## src/sv/kgc_pkg.sv

```systemverilog
// kgc_pkg: shared constants, needle tables and types for keyword_group_counter
// no dependencies; used by every module of the block

package kgc_pkg;

   localparam int NEEDLES           = 33;
   localparam int GROUPS            = 8;
   localparam int WINDOW            = 20;
   localparam int SPAN              = WINDOW + 1;
   localparam int GUARD_BITS        = 5;
   localparam int TALLY_INC_BITS    = 3;
   localparam int FIFO_DEPTH        = 4;
   localparam int LINE_BITS_DEFAULT = 20;
   localparam int COUNT_BITS_DEFAULT = 16;

   localparam logic [2:0] LAST_GROUP = 3'(GROUPS - 1);
   localparam logic [7:0] NEWLINE    = 8'h0a;

   // needle text, right-aligned: last character in bits [7:0], zero padded
   localparam logic [8*SPAN-1:0] NEEDLE_TEXT [NEEDLES] = '{
      "rand(", {"random", "_device"}, "mt19937", "uniform_",
      {"sleep", "_for"}, {"sleep", "_until"}, "usleep", {"wait", "_for"}, "wait_until",
      "nanosleep",
      "time(", "chrono::", {"system", "_clock"}, {"steady", "_clock"},
      {"high_", "resolution_clock"}, "now()",
      "getenv(", "setenv(", "putenv(",
      "std::thread", "pthread_", "std::async", {"condition", "_variable"}, "mutex",
      "atomic<", {"std::this", "_thread"},
      "nullptr", "NULL",
      "/ 0", "/0", "% 0", "%0",
      "["
   };

   localparam logic [GUARD_BITS:0] NEEDLE_LEN [NEEDLES] = '{
      6'd5, 6'd13, 6'd7, 6'd8,
      6'd9, 6'd11, 6'd6, 6'd8, 6'd10, 6'd9,
      6'd5, 6'd8, 6'd12, 6'd12, 6'd21, 6'd5,
      6'd7, 6'd7, 6'd7,
      6'd11, 6'd8, 6'd10, 6'd18, 6'd5, 6'd7, 6'd16,
      6'd7, 6'd4,
      6'd3, 6'd2, 6'd3, 6'd2,
      6'd1
   };

   localparam logic [2:0] NEEDLE_GROUP [NEEDLES] = '{
      3'd0, 3'd0, 3'd0, 3'd0,
      3'd1, 3'd1, 3'd1, 3'd1, 3'd1, 3'd1,
      3'd2, 3'd2, 3'd2, 3'd2, 3'd2, 3'd2,
      3'd3, 3'd3, 3'd3,
      3'd4, 3'd4, 3'd4, 3'd4, 3'd4, 3'd4, 3'd4,
      3'd5, 3'd5,
      3'd6, 3'd6, 3'd6, 3'd6,
      3'd7
   };

   // needles whose first line may stand as the group's line
   localparam logic [NEEDLES-1:0] NEEDLE_REPORTS = {
      1'b1, 3'b000, 1'b1, 1'b0, 1'b1, {26{1'b1}}
   };

   typedef struct packed {
      logic [NEEDLES-1:0] hits;
      logic               newline;
      logic               last;
   } entry_type;

endpackage

```

## src/sv/kgc_front.sv

```systemverilog
// kgc_front: byte window and parallel needle comparators
// depends on kgc_pkg; feeds one classified item per accepted byte

module kgc_front (
   input  logic                clock,
   input  logic                reset,
   input  logic                take,
   input  logic [7:0]          text_byte,
   input  logic                end_of_text,
   output kgc_pkg::entry_type  entry
);

   logic [7:0] recent_ff [kgc_pkg::WINDOW];
   logic [7:0] recent_in [kgc_pkg::WINDOW];
   logic [8*kgc_pkg::SPAN-1:0] win;
   logic [kgc_pkg::NEEDLES-1:0] hits;

   always_comb begin
      win[7:0] = text_byte;
      for (int i = 0; i < kgc_pkg::WINDOW; i++) begin
         win[8*(i+1) +: 8] = recent_ff[i];
      end
   end

   always_comb begin
      for (int k = 0; k < kgc_pkg::NEEDLES; k++) begin
         hits[k] = 1'b1;
         for (int p = 0; p < kgc_pkg::SPAN; p++) begin
            if (p < int'(kgc_pkg::NEEDLE_LEN[k]) &&
                win[8*p +: 8] != kgc_pkg::NEEDLE_TEXT[k][8*p +: 8]) begin
               hits[k] = 1'b0;
            end
         end
      end
   end

   assign entry.hits    = hits;
   assign entry.newline = (text_byte == kgc_pkg::NEWLINE);
   assign entry.last    = end_of_text;

   always_comb begin
      recent_in = recent_ff;
      if (take) begin
         if (end_of_text) begin
            recent_in = '{default: 8'd0};
         end else begin
            recent_in[0] = text_byte;
            for (int i = 1; i < kgc_pkg::WINDOW; i++) begin
               recent_in[i] = recent_ff[i-1];
            end
         end
      end
   end

   always_ff @(posedge clock) begin
      if (reset) begin
         recent_ff <= '{default: 8'd0};
      end else begin
         recent_ff <= recent_in;
      end
   end

endmodule

```

## src/sv/kgc_fifo.sv

```systemverilog
// kgc_fifo: short queue of classified items between front and back
// depends on kgc_pkg for the entry type and depth

module kgc_fifo #(
   parameter int DEPTH = kgc_pkg::FIFO_DEPTH
) (
   input  logic                clock,
   input  logic                reset,
   input  logic                push,
   input  kgc_pkg::entry_type  push_entry,
   input  logic                pop,
   output kgc_pkg::entry_type  head,
   output logic                empty,
   output logic                full
);

   localparam int PTR_BITS = (DEPTH > 1) ? $clog2(DEPTH) : 1;
   localparam int CNT_BITS = $clog2(DEPTH + 1);

   kgc_pkg::entry_type        slot_ff [DEPTH];
   logic [PTR_BITS-1:0]       wr_ff, wr_in, rd_ff, rd_in;
   logic [CNT_BITS-1:0]       fill_ff, fill_in;

   function automatic logic [PTR_BITS-1:0] bump(input logic [PTR_BITS-1:0] p);
      bump = (p == PTR_BITS'(DEPTH - 1)) ? '0 : p + PTR_BITS'(1);
   endfunction

   assign head  = slot_ff[rd_ff];
   assign empty = (fill_ff == '0);
   assign full  = (fill_ff == CNT_BITS'(DEPTH));

   always_comb begin
      wr_in   = push ? bump(wr_ff) : wr_ff;
      rd_in   = pop ? bump(rd_ff) : rd_ff;
      fill_in = fill_ff;
      if (push && !pop) begin
         fill_in = fill_ff + CNT_BITS'(1);
      end else if (pop && !push) begin
         fill_in = fill_ff - CNT_BITS'(1);
      end
   end

   always_ff @(posedge clock) begin
      if (push) begin
         slot_ff[wr_ff] <= push_entry;
      end
   end

   always_ff @(posedge clock) begin
      if (reset) begin
         wr_ff   <= '0;
         rd_ff   <= '0;
         fill_ff <= '0;
      end else begin
         wr_ff   <= wr_in;
         rd_ff   <= rd_in;
         fill_ff <= fill_in;
      end
   end

endmodule

```

## src/sv/kgc_back.sv

```systemverilog
// kgc_back: per-needle guards, first lines, group tallies and result sequencer
// depends on kgc_pkg; takes items from kgc_fifo, drives the result channel

module kgc_back #(
   parameter int LINE_BITS  = kgc_pkg::LINE_BITS_DEFAULT,
   parameter int COUNT_BITS = kgc_pkg::COUNT_BITS_DEFAULT
) (
   input  logic                  clock,
   input  logic                  reset,
   input  kgc_pkg::entry_type    head,
   input  logic                  empty,
   output logic                  pop,
   output logic                  rsp_valid,
   input  logic                  rsp_stall,
   output logic [2:0]            rsp_group_index,
   output logic [COUNT_BITS-1:0] rsp_match_count,
   output logic [LINE_BITS-1:0]  rsp_first_line,
   output logic                  rsp_last_group
);

   localparam int N = kgc_pkg::NEEDLES;
   localparam int G = kgc_pkg::GROUPS;
   localparam int GB = kgc_pkg::GUARD_BITS;

   logic [GB-1:0]         guard_ff [N];
   logic [GB-1:0]         guard_in [N];
   logic [LINE_BITS-1:0]  fl_ff [N];
   logic [LINE_BITS-1:0]  fl_in [N];
   logic [COUNT_BITS-1:0] tally_ff [G];
   logic [COUNT_BITS-1:0] tally_in [G];
   logic [kgc_pkg::TALLY_INC_BITS-1:0] inc [G];
   logic [COUNT_BITS:0]   sum [G];
   logic [LINE_BITS-1:0]  line_ff, line_in;
   logic [LINE_BITS-1:0]  grp_line [G];
   logic [COUNT_BITS-1:0] counts_ff [G];
   logic [LINE_BITS-1:0]  lines_ff [G];
   logic                  busy_ff;
   logic [2:0]            grp_ff;
   logic                  rsp_take;
   logic                  emit_done;

   assign rsp_take  = busy_ff && !rsp_stall;
   assign emit_done = rsp_take && (grp_ff == kgc_pkg::LAST_GROUP);
   assign pop       = !empty && (!head.last || !busy_ff || emit_done);

   always_comb begin
      guard_in = guard_ff;
      fl_in    = fl_ff;
      line_in  = line_ff;
      inc      = '{default: '0};
      for (int k = 0; k < N; k++) begin
         if (head.hits[k] && fl_ff[k] == '0) begin
            fl_in[k] = line_ff;
         end
         if (guard_ff[k] != '0) begin
            guard_in[k] = guard_ff[k] - GB'(1);
         end else if (head.hits[k]) begin
            inc[kgc_pkg::NEEDLE_GROUP[k]] = inc[kgc_pkg::NEEDLE_GROUP[k]] + 3'd1;
            guard_in[k] = GB'(kgc_pkg::NEEDLE_LEN[k] - 6'd1);
         end
      end
      for (int g = 0; g < G; g++) begin
         sum[g]      = {1'b0, tally_ff[g]} + (COUNT_BITS+1)'(inc[g]);
         tally_in[g] = sum[g][COUNT_BITS] ? '1 : sum[g][COUNT_BITS-1:0];
      end
      if (head.newline && !(&line_ff)) begin
         line_in = line_ff + LINE_BITS'(1);
      end
   end

   // reported line: lowest reporting needle of the group that has occurred
   always_comb begin
      for (int g = 0; g < G; g++) begin
         grp_line[g] = '0;
         for (int k = N - 1; k >= 0; k--) begin
            if (kgc_pkg::NEEDLE_GROUP[k] == 3'(g) && kgc_pkg::NEEDLE_REPORTS[k] &&
                fl_in[k] != '0) begin
               grp_line[g] = fl_in[k];
            end
         end
      end
   end

   always_ff @(posedge clock) begin
      if (reset) begin
         guard_ff <= '{default: '0};
         fl_ff    <= '{default: '0};
         tally_ff <= '{default: '0};
         line_ff  <= LINE_BITS'(1);
         busy_ff  <= 1'b0;
         grp_ff   <= '0;
      end else begin
         if (rsp_take) begin
            if (emit_done) begin
               busy_ff <= 1'b0;
            end else begin
               grp_ff <= grp_ff + 3'd1;
            end
         end
         if (pop) begin
            if (head.last) begin
               guard_ff <= '{default: '0};
               fl_ff    <= '{default: '0};
               tally_ff <= '{default: '0};
               line_ff  <= LINE_BITS'(1);
               busy_ff  <= 1'b1;
               grp_ff   <= '0;
            end else begin
               guard_ff <= guard_in;
               fl_ff    <= fl_in;
               tally_ff <= tally_in;
               line_ff  <= line_in;
            end
         end
      end
   end

   always_ff @(posedge clock) begin
      if (pop && head.last) begin
         counts_ff <= tally_in;
         lines_ff  <= grp_line;
      end
   end

   assign rsp_valid       = busy_ff;
   assign rsp_group_index = grp_ff;
   assign rsp_match_count = counts_ff[grp_ff];
   assign rsp_first_line  = lines_ff[grp_ff];
   assign rsp_last_group  = (grp_ff == kgc_pkg::LAST_GROUP);

endmodule

```

## src/sv/keyword_group_counter.sv

```systemverilog
// keyword_group_counter: top level, counts keyword needles of source text by group
// depends on kgc_pkg, kgc_front, kgc_fifo, kgc_back
//
//   channel | direction | handshake           | payload
//   req_    | in        | req_valid/req_stall | text_byte, end_of_text
//   rsp_    | out       | rsp_valid/rsp_stall | group_index, match_count, first_line, last_group
//
// one byte is taken every cycle while the item queue has room; all 33 comparators
// work on the window in the cycle a byte arrives
// the eight results of a text leave back to back in group order unless stalled,
// while bytes of the next text keep flowing into the back end
// a final byte waits in the queue only while the previous eight results are draining
// reset is synchronous and active high; it clears the window, tallies and queue

module keyword_group_counter #(
   parameter int LINE_BITS  = kgc_pkg::LINE_BITS_DEFAULT,
   parameter int COUNT_BITS = kgc_pkg::COUNT_BITS_DEFAULT
) (
   input  logic                  clock,
   input  logic                  reset,
   input  logic                  req_valid,
   output logic                  req_stall,
   input  logic [7:0]            req_text_byte,
   input  logic                  req_end_of_text,
   output logic                  rsp_valid,
   input  logic                  rsp_stall,
   output logic [2:0]            rsp_group_index,
   output logic [COUNT_BITS-1:0] rsp_match_count,
   output logic [LINE_BITS-1:0]  rsp_first_line,
   output logic                  rsp_last_group
);

   kgc_pkg::entry_type front_entry;
   kgc_pkg::entry_type head;
   logic               take;
   logic               full;
   logic               empty;
   logic               pop;

   // queue full is the only back-pressure on bytes
   assign req_stall = full;
   assign take      = req_valid && !full;

   // front end: window and comparators
   kgc_front u_front (
      .clock       (clock),
      .reset       (reset),
      .take        (take),
      .text_byte   (req_text_byte),
      .end_of_text (req_end_of_text),
      .entry       (front_entry)
   );

   // classified items wait here so either side may stall alone
   kgc_fifo #(
      .DEPTH (kgc_pkg::FIFO_DEPTH)
   ) u_fifo (
      .clock      (clock),
      .reset      (reset),
      .push       (take),
      .push_entry (front_entry),
      .pop        (pop),
      .head       (head),
      .empty      (empty),
      .full       (full)
   );

   // back end: counting and result sequencing
   kgc_back #(
      .LINE_BITS  (LINE_BITS),
      .COUNT_BITS (COUNT_BITS)
   ) u_back (
      .clock           (clock),
      .reset           (reset),
      .head            (head),
      .empty           (empty),
      .pop             (pop),
      .rsp_valid       (rsp_valid),
      .rsp_stall       (rsp_stall),
      .rsp_group_index (rsp_group_index),
      .rsp_match_count (rsp_match_count),
      .rsp_first_line  (rsp_first_line),
      .rsp_last_group  (rsp_last_group)
   );

endmodule

```

## config.mk

```make
export PLATFORM = sky130hd
export DESIGN_NAME = keyword_group_counter
export DESIGN_NICKNAME = d
export VERILOG_FILES = /design/src/sv/kgc_pkg.sv /design/src/sv/kgc_front.sv /design/src/sv/kgc_fifo.sv /design/src/sv/kgc_back.sv /design/src/sv/keyword_group_counter.sv
export SDC_FILE = /design/constraint.sdc
export NUM_CORES = 2
export LEC_CHECK = 0
export BUFFER_PORTS_ARGS = -buffer_cell sky130_fd_sc_hd__buf_2
export CAP_MARGIN = 0
export CORE_ASPECT_RATIO = 1.25
export CORE_MARGIN = 2
export CORE_UTILIZATION = 60
export CTS_CLUSTER_SIZE = 8
export DETAILED_ROUTE_END_ITERATION = 10
export GPL_TIMING_DRIVEN = 0
export PLACE_DENSITY = 0.76
export SYNTH_ARGS = -nofsm -noshare
export SYNTH_HDL_FRONTEND = slang
export SYNTH_SLANG_ARGS = --single-unit
```

## constraint.sdc

```tcl
create_clock -name clock -period 11.2 [get_ports clock]
set_input_delay 2.24 -clock clock [delete_from_list [all_inputs] [get_ports clock]]
set_output_delay 2.24 -clock clock [all_outputs]
set_load 0.01 [all_outputs]
```

# Yosys cells after proc, flatten, opt, wreduce, memory -nomap -nowiden

Memories as Yosys holds them, arrays and structs flattened. A register that Yosys moved wholly into a read port is not among the register bits.
Index checks and enable logic that the tools add are counted.

$add $sub $neg: 72
$lt $le $gt $ge: 1
Eq/ne operators: 171
Muxes and demuxes: 441
Bitwise gates (word level): 1
Reductions and logical operators: 225

Operators by type and width:

| operator                                          | count |
|---|---|
| two-way mux 20 bit                                | 63 |
| != test 8 x 7 -> 1 bit (second input constant)    | 144 |
| zero test 20 bit                                  | 33 |
| two-way mux 660 bit                               | 1 |
| nonzero test 20 bit                               | 29 |
| two-way mux 5 bit                                 | 66 |
| two-way mux 1 bit                                 | 229 |
| two-way mux 3 bit                                 | 63 |
| != test 8 x 6 -> 1 bit (second input constant)    | 22 |
| two-way mux 165 bit                               | 1 |
| nonzero test 5 bit                                | 33 |
| subtractor 5 x 1 -> 5 bit (second input constant) | 33 |
| two-way mux 16 bit                                | 10 |
| two-way mux 160 bit                               | 1 |
| adder 16 x 3 -> 17 bit                            | 8 |
| two-way mux 128 bit                               | 1 |
| nonzero test 3 bit                                | 33 |
| adder 3 x 1 -> 3 bit (second input constant)      | 26 |
| AND reduction 2 bit                               | 38 |
| binary-select mux 20 bit (select 3 bit)           | 1 |
| binary-select mux 16 bit (select 3 bit)           | 1 |
| logical AND 1 bit                                 | 41 |
| adder 20 x 1 -> 20 bit (second input constant)    | 1 |
| AND reduction 20 bit                              | 1 |
| other kinds (13)                                  | 32 |

Bits in registers: 1432
RAM bits: 140
Input bits: 13
Output and inout port bits: 42
Logic and storage cells: 1028
Memories kept: 1

Memories:

| memory         | words | bits a word | read ports | clocked after Yosys merged registers in | wr ports | line           | source |
|---|---|---|---|---|---|---|---|
| u_fifo.slot_ff | 4     | 35          | 1          | 1                                       | 1        | kgc_fifo.sv:20 | `kgc_pkg::entry_type slot_ff [DEPTH];` |

# Logic depth before layout (Yosys ltp)

Depth after elaboration: 23
Mapped depth: 27
Mapped depth without buffers: 27

# Cells and area by module

Synthesis repeated with hierarchy kept, for this count alone.

Cells, all modules: 7422
Area total of the unflattened synthesis: 70367.5 um2

By module, submodules not included:

| module                | instances | cells each | area an instance (um2) | sequential area each (um2) |
|---|---|---|---|---|
| kgc_back              | 1         | 6090       | 55782.2                | 26605.5 |
| kgc_front             | 1         | 1104       | 9028.7                 | 3203.1 |
| kgc_fifo              | 1         | 227        | 5542.8                 | 4384.2 |
| keyword_group_counter | 1         | 1          | 13.8                   | 0.0 |

# Worst setup path before layout

Ideal clock, no wire load.

Kind: input-to-reg
From: in rsp_stall
To: reg u_back.line_ff[8]
Setup time: 0.128 ns
Arrival: 10.184 ns
Required time: 11.072 ns
Setup slack: 0.888 ns
Stages: 11
Path buffers: 2
Path through: nand2b_1 -> a21o_1 -> clkbuf_1 -> or2_2 -> inv_1 -> a21oi_1 -> nor2b_1 -> clkbuf_1 -> or3b_1 -> xnor2_1 -> nor2_1

Longest elaborated chain between the ends: 6

RTL lines:

| what                          | line                        | source |
|---|---|---|
| start, declared               | keyword_group_counter.sv:26 | `input logic rsp_stall,` |
| zero test 1 bit               | kgc_back.sv:42              | `assign rsp_take = busy_ff && !rsp_stall;` |
| logical AND 1 bit             | kgc_back.sv:42              |  |
| logical AND 1 bit             | kgc_back.sv:43              | `assign emit_done = rsp_take && (grp_ff == kgc_pkg::LAST_GROUP);` |
| logical OR 1 bit              | kgc_back.sv:44              | `assign pop = !empty && (!head.last \|\| !busy_ff \|\| emit_done);` |
| logical AND 1 bit             | kgc_back.sv:44              |  |
| AND reduction 2 bit (no line) | -                           |  |
| end signal, assigned          | kgc_back.sv:112             | `line_ff <= line_in;` |
| end, declared                 | kgc_back.sv:33              | `logic [LINE_BITS-1:0] line_ff, line_in;` |

Every way passes these cells.
A chain may end at the register's enable or synchronous reset.

==> metrics.md <==
| Metric | Value |
|---|---|
| First-pass GRT wire length | 431 mm |
| Area grow syn2layout | 12.0% |
| Tcrit/Tclk final | 0.708 |
| CTS tree | yes |
| Clock-pin transition on the worst setup and hold timing paths | 0.05 ns |
| Final Cell Area | 0.0779 mm^2 |
| Syn Inst Count | 7,371 |
| Least-Margin Pin Slew | 1.71 ns |
| Failing checks | design-rule violations, max-capacitance violations, max-slew violations |
| Cell area after synthesis | 0.0695 mm^2 |
| Starting Density | 0.605 |
| DP HPWL | 219 mm |
| Maxcap violations | 29 |
| Total net switching power | 10.1 mW |
| Num CTS Buffers | 205 |
| Post-synth EDFFs | 428 |
| Core area | 0.115 mm^2 |
| Post-DR vias/cell | 7.20 |
| Post-synthesis cell type count | 96 |
| Peak supply drop | 0.000191 V |
| Most frequent cell after synthesis | nor2_1 |
| Leading register cell type out of synthesis | dfxtp_1 |
| Top post-synthesis cells by area | dfxtp_1 31%, edfxtp_1 18%, a22oi_1 6.8% |
| Initial antenna violation count | 31 |
| RSZ-0062 raised after global routing | no |
| CP Launch Type | flip-flop |
| Status | finished with violations |
| Hold path depth | 2 |
| Remaining DRCs | 1 |
| Syn avg cell area | 9.43 um^2 |
| FF/Latch Area | 0.0342 mm^2 |
| Total gr overflow | 0 |
| Clock skew | 0.0320 ns |
| Die area | 0.119 mm^2 |
| LEAKAGE | 27.7 nW |
| Largest net degree at the start of global routing | 121 |
| Period minus WS final | 7.93 ns |
| Fin nets | 7,754 |
| Min-delay src | u_front.recent_ff[3] |
| Critical path class | reg2reg |
| Setup crit end kind | flip-flop |
| Drt initial violations | 10,600 |
| Gate power share | 0.440 |
| Die Y | 385 um |
| Sequential share of power | 0.305 |
| H-tree depth | 4 |
| Top cell type's share of synthesized area | 0.307 |
| Worst-path maximum fanout | 10 |
| Tot Pwr | 22.8 mW |
| Reg2Reg Depth | 24 |
| Routed wire length | 309 mm |
| HP Class | reg2reg |
| FILL cells | 8,987 |
| Cell-internal power | 12.6 mW |
| Vias | 67,100 |
| Clk_lat worst skew | 0.89 ns |
| Post-CTS setup buffer count | 0 |
| Layout cells sized above 1 | 0.0755 |
| Final hold viol count | 0 |
| Seq/Total Area, Yosys | 0.492 |
| Required time of the worst setup path | 11.93 ns |
| Largest area contributor in the netlist | dfxtp_1 |
| Slew Limit Headroom | -0.140 |
| Final core utilization | 0.677 |
| Area occupied by multi-input gates | 0.0325 mm^2 |
| Root buffer cell | clkbuf_16 |
| Synthesis Warnings | 0 |
| Mapped Nets | 7,484 |
| Number of global-route vias before repair | 62,400 |
| F_max | 126 MHz |
| Net Sw Frac | 0.445 |
| Reg2reg end | u_back.tally_ff[102] |
| Clk buf depth | 3 |
| Critical Path AT | 8.66 ns |
| GRT Overall Usage | 0.509 |
| Clock power frac | 0.256 |
| Pwr dens | 292 mW/mm^2 |
| CTS resizes | 0 |
| #FFs+latches synth | 1,494 |
| Placed cell area | 0.0718 mm^2 |
| DR WL/cell | 33.1 um |
| First-pass iteration count of the detailed router | 11 |
| Final setup fails | 0 |
| Synth async-reset ratio | 0 |
| Slew Viols, Final | 262 |
| Final ANT Viol Nets | 0 |
| Hold_buf cts | 0 |
| # IOs | 55 |
| Min-Delay Endpoint | u_front.recent_ff[3] |
| Sink Count | 1,494 |
| Row count | 139 |
| I/O Buffers | 52 |
| Post-synth top cells | 1,092 x nor2_1, 1,066 x dfxtp_1, 634 x a22oi_1, 558 x nand2_1, 515 x a21oi_1 |
| Gpl congestion | 1.09 |
| Worst R2R Setup Slack | 3.27 ns |
| DIE WIDTH | 308 um |
## worst max-delay path by stage
stage | start | end | cells past startpoint
final | flip-flop | u_back.tally_ff[102] | 24
after global routing | flip-flop | u_back.tally_ff[102] | 24
after CTS | flip-flop | u_back.tally_ff[102] | 24
after detailed placement | flip-flop | u_back.tally_ff[104] | 24
after global placement | rsp_stall | u_back.line_ff[19] | 11
after floorplan | rsp_stall | u_back.line_ff[8] | 11
## sequential cells by signal, summed over array words and instances (netlist names), 20 cells and up, named ones only
register,cells
u_back.fl_ff,580
u_front.recent_ff,160
u_back.lines_ff,160
u_back.guard_ff,165
u_back.counts_ff,128
u_back.tally_ff,128
u_back.line_ff,20
u_fifo.slot_ff,140
## power by group through the flow
stage / clock network (mW) / logic, mW / registers [mW]
detailed placement: 0 / 9.37 / 6.99
CTS: 5.77 / 9.44 / 6.90
finish: 5.82 / 10.0 / 6.93
global route: 6.01 / 10.3 / 6.96
global placement: 0 / 9.15 / 7.15
floorplan: 0 / 5.81 / 6.93
## cell usage in the layout (no fill, tap or decap), types with 77 or more instances in the layout
cell	synthesis	final
nor3_1	143	142
a21o_1	90	90
dfxtp_1	1066	1066
a221oi_1	96	96
xnor2_1	83	83
o21ai_0	162	162
a22oi_1	634	634
mux4_2	107	107
nand3_1	193	193
nand3b_1	171	171
ha_1	92	92
clkbuf_1	491	558
inv_1	152	151
nor2_1	1092	1090
a21oi_1	515	515
nand2_1	558	558
buf_2	31	83
clkbuf_16	0	206
nor4_1	197	194
edfxtp_1	428	428
xor2_1	77	77
## logic make-up (layout without fill, tap and decap cells)
family	after synthesis	in the layout	synth area share
DFF	1494	1494	0.492
buffers and inverters	740	1116	0.0415
AOI/OAI and AO/OA	1846	1846	0.180
muxes	190	190	0.0477
and+or+nand+nor	2838	2838	0.199
adders and majority gates	100	100	0.0189
xor gates and xnor gates	163	163	0.0210
other	0	29	0
## through the flow
stage | setup slack, ns | TNS (ns) | cells | hold WS (ns)
floorplan | 0.888 | 0 | 7371 | 0.427
global placement | -3.51 | -501.08 | 8974 | 0.436
detailed placement | 3.85 | 0 | 8979 | 0.442
CTS | 3.58 | 0 | 9292 | 0.447
global route | 3.25 | 0 | 9300 | 0.479
finish | 3.27 | 0 | 9327 | 0.448
## area by class of cell
cell class,instances,area share
Timing Repair Buffer,63,0.00586
Multi-Input combinational cell,5137,0.417
Antenna cell,29,0.000932
Inverter,152,0.00742
Tap cell,1551,0.0249
Buffer,588,0.0301
Sequential cell,1494,0.439
Clock inverter,15,0.00389
Clock buffer,298,0.0709
## critical path, stage by stage (launching register included)
cell and delay, ns:
dfxtp_1 0.31, buf_4 0.20, buf_2 0.32, buf_2 0.36, mux4_2 0.63, ha_1 0.38, mux2_2 0.31, ha_1 0.30
mux2_2 0.28, ha_1 0.27, mux2_2 0.28, ha_1 0.27, mux2_2 0.29, ha_1 0.19, nand3_1 0.08, xor2_1 0.09
xnor2_1 0.68, ha_1 0.41, a21o_1 0.26, nand2b_1 0.31, or3_1 0.32, clkbuf_1 0.51, nand2_1 0.38, a22oi_1 0.29
nor2_1 0.06
## routing by layer
layer  wire length, um  track usage
met1            101000        0.573
met2            130000        0.745
met3             42600        0.189
met4             34500        0.476
met5               168            0
Note: power is estimated with default switching activity, not from simulation.
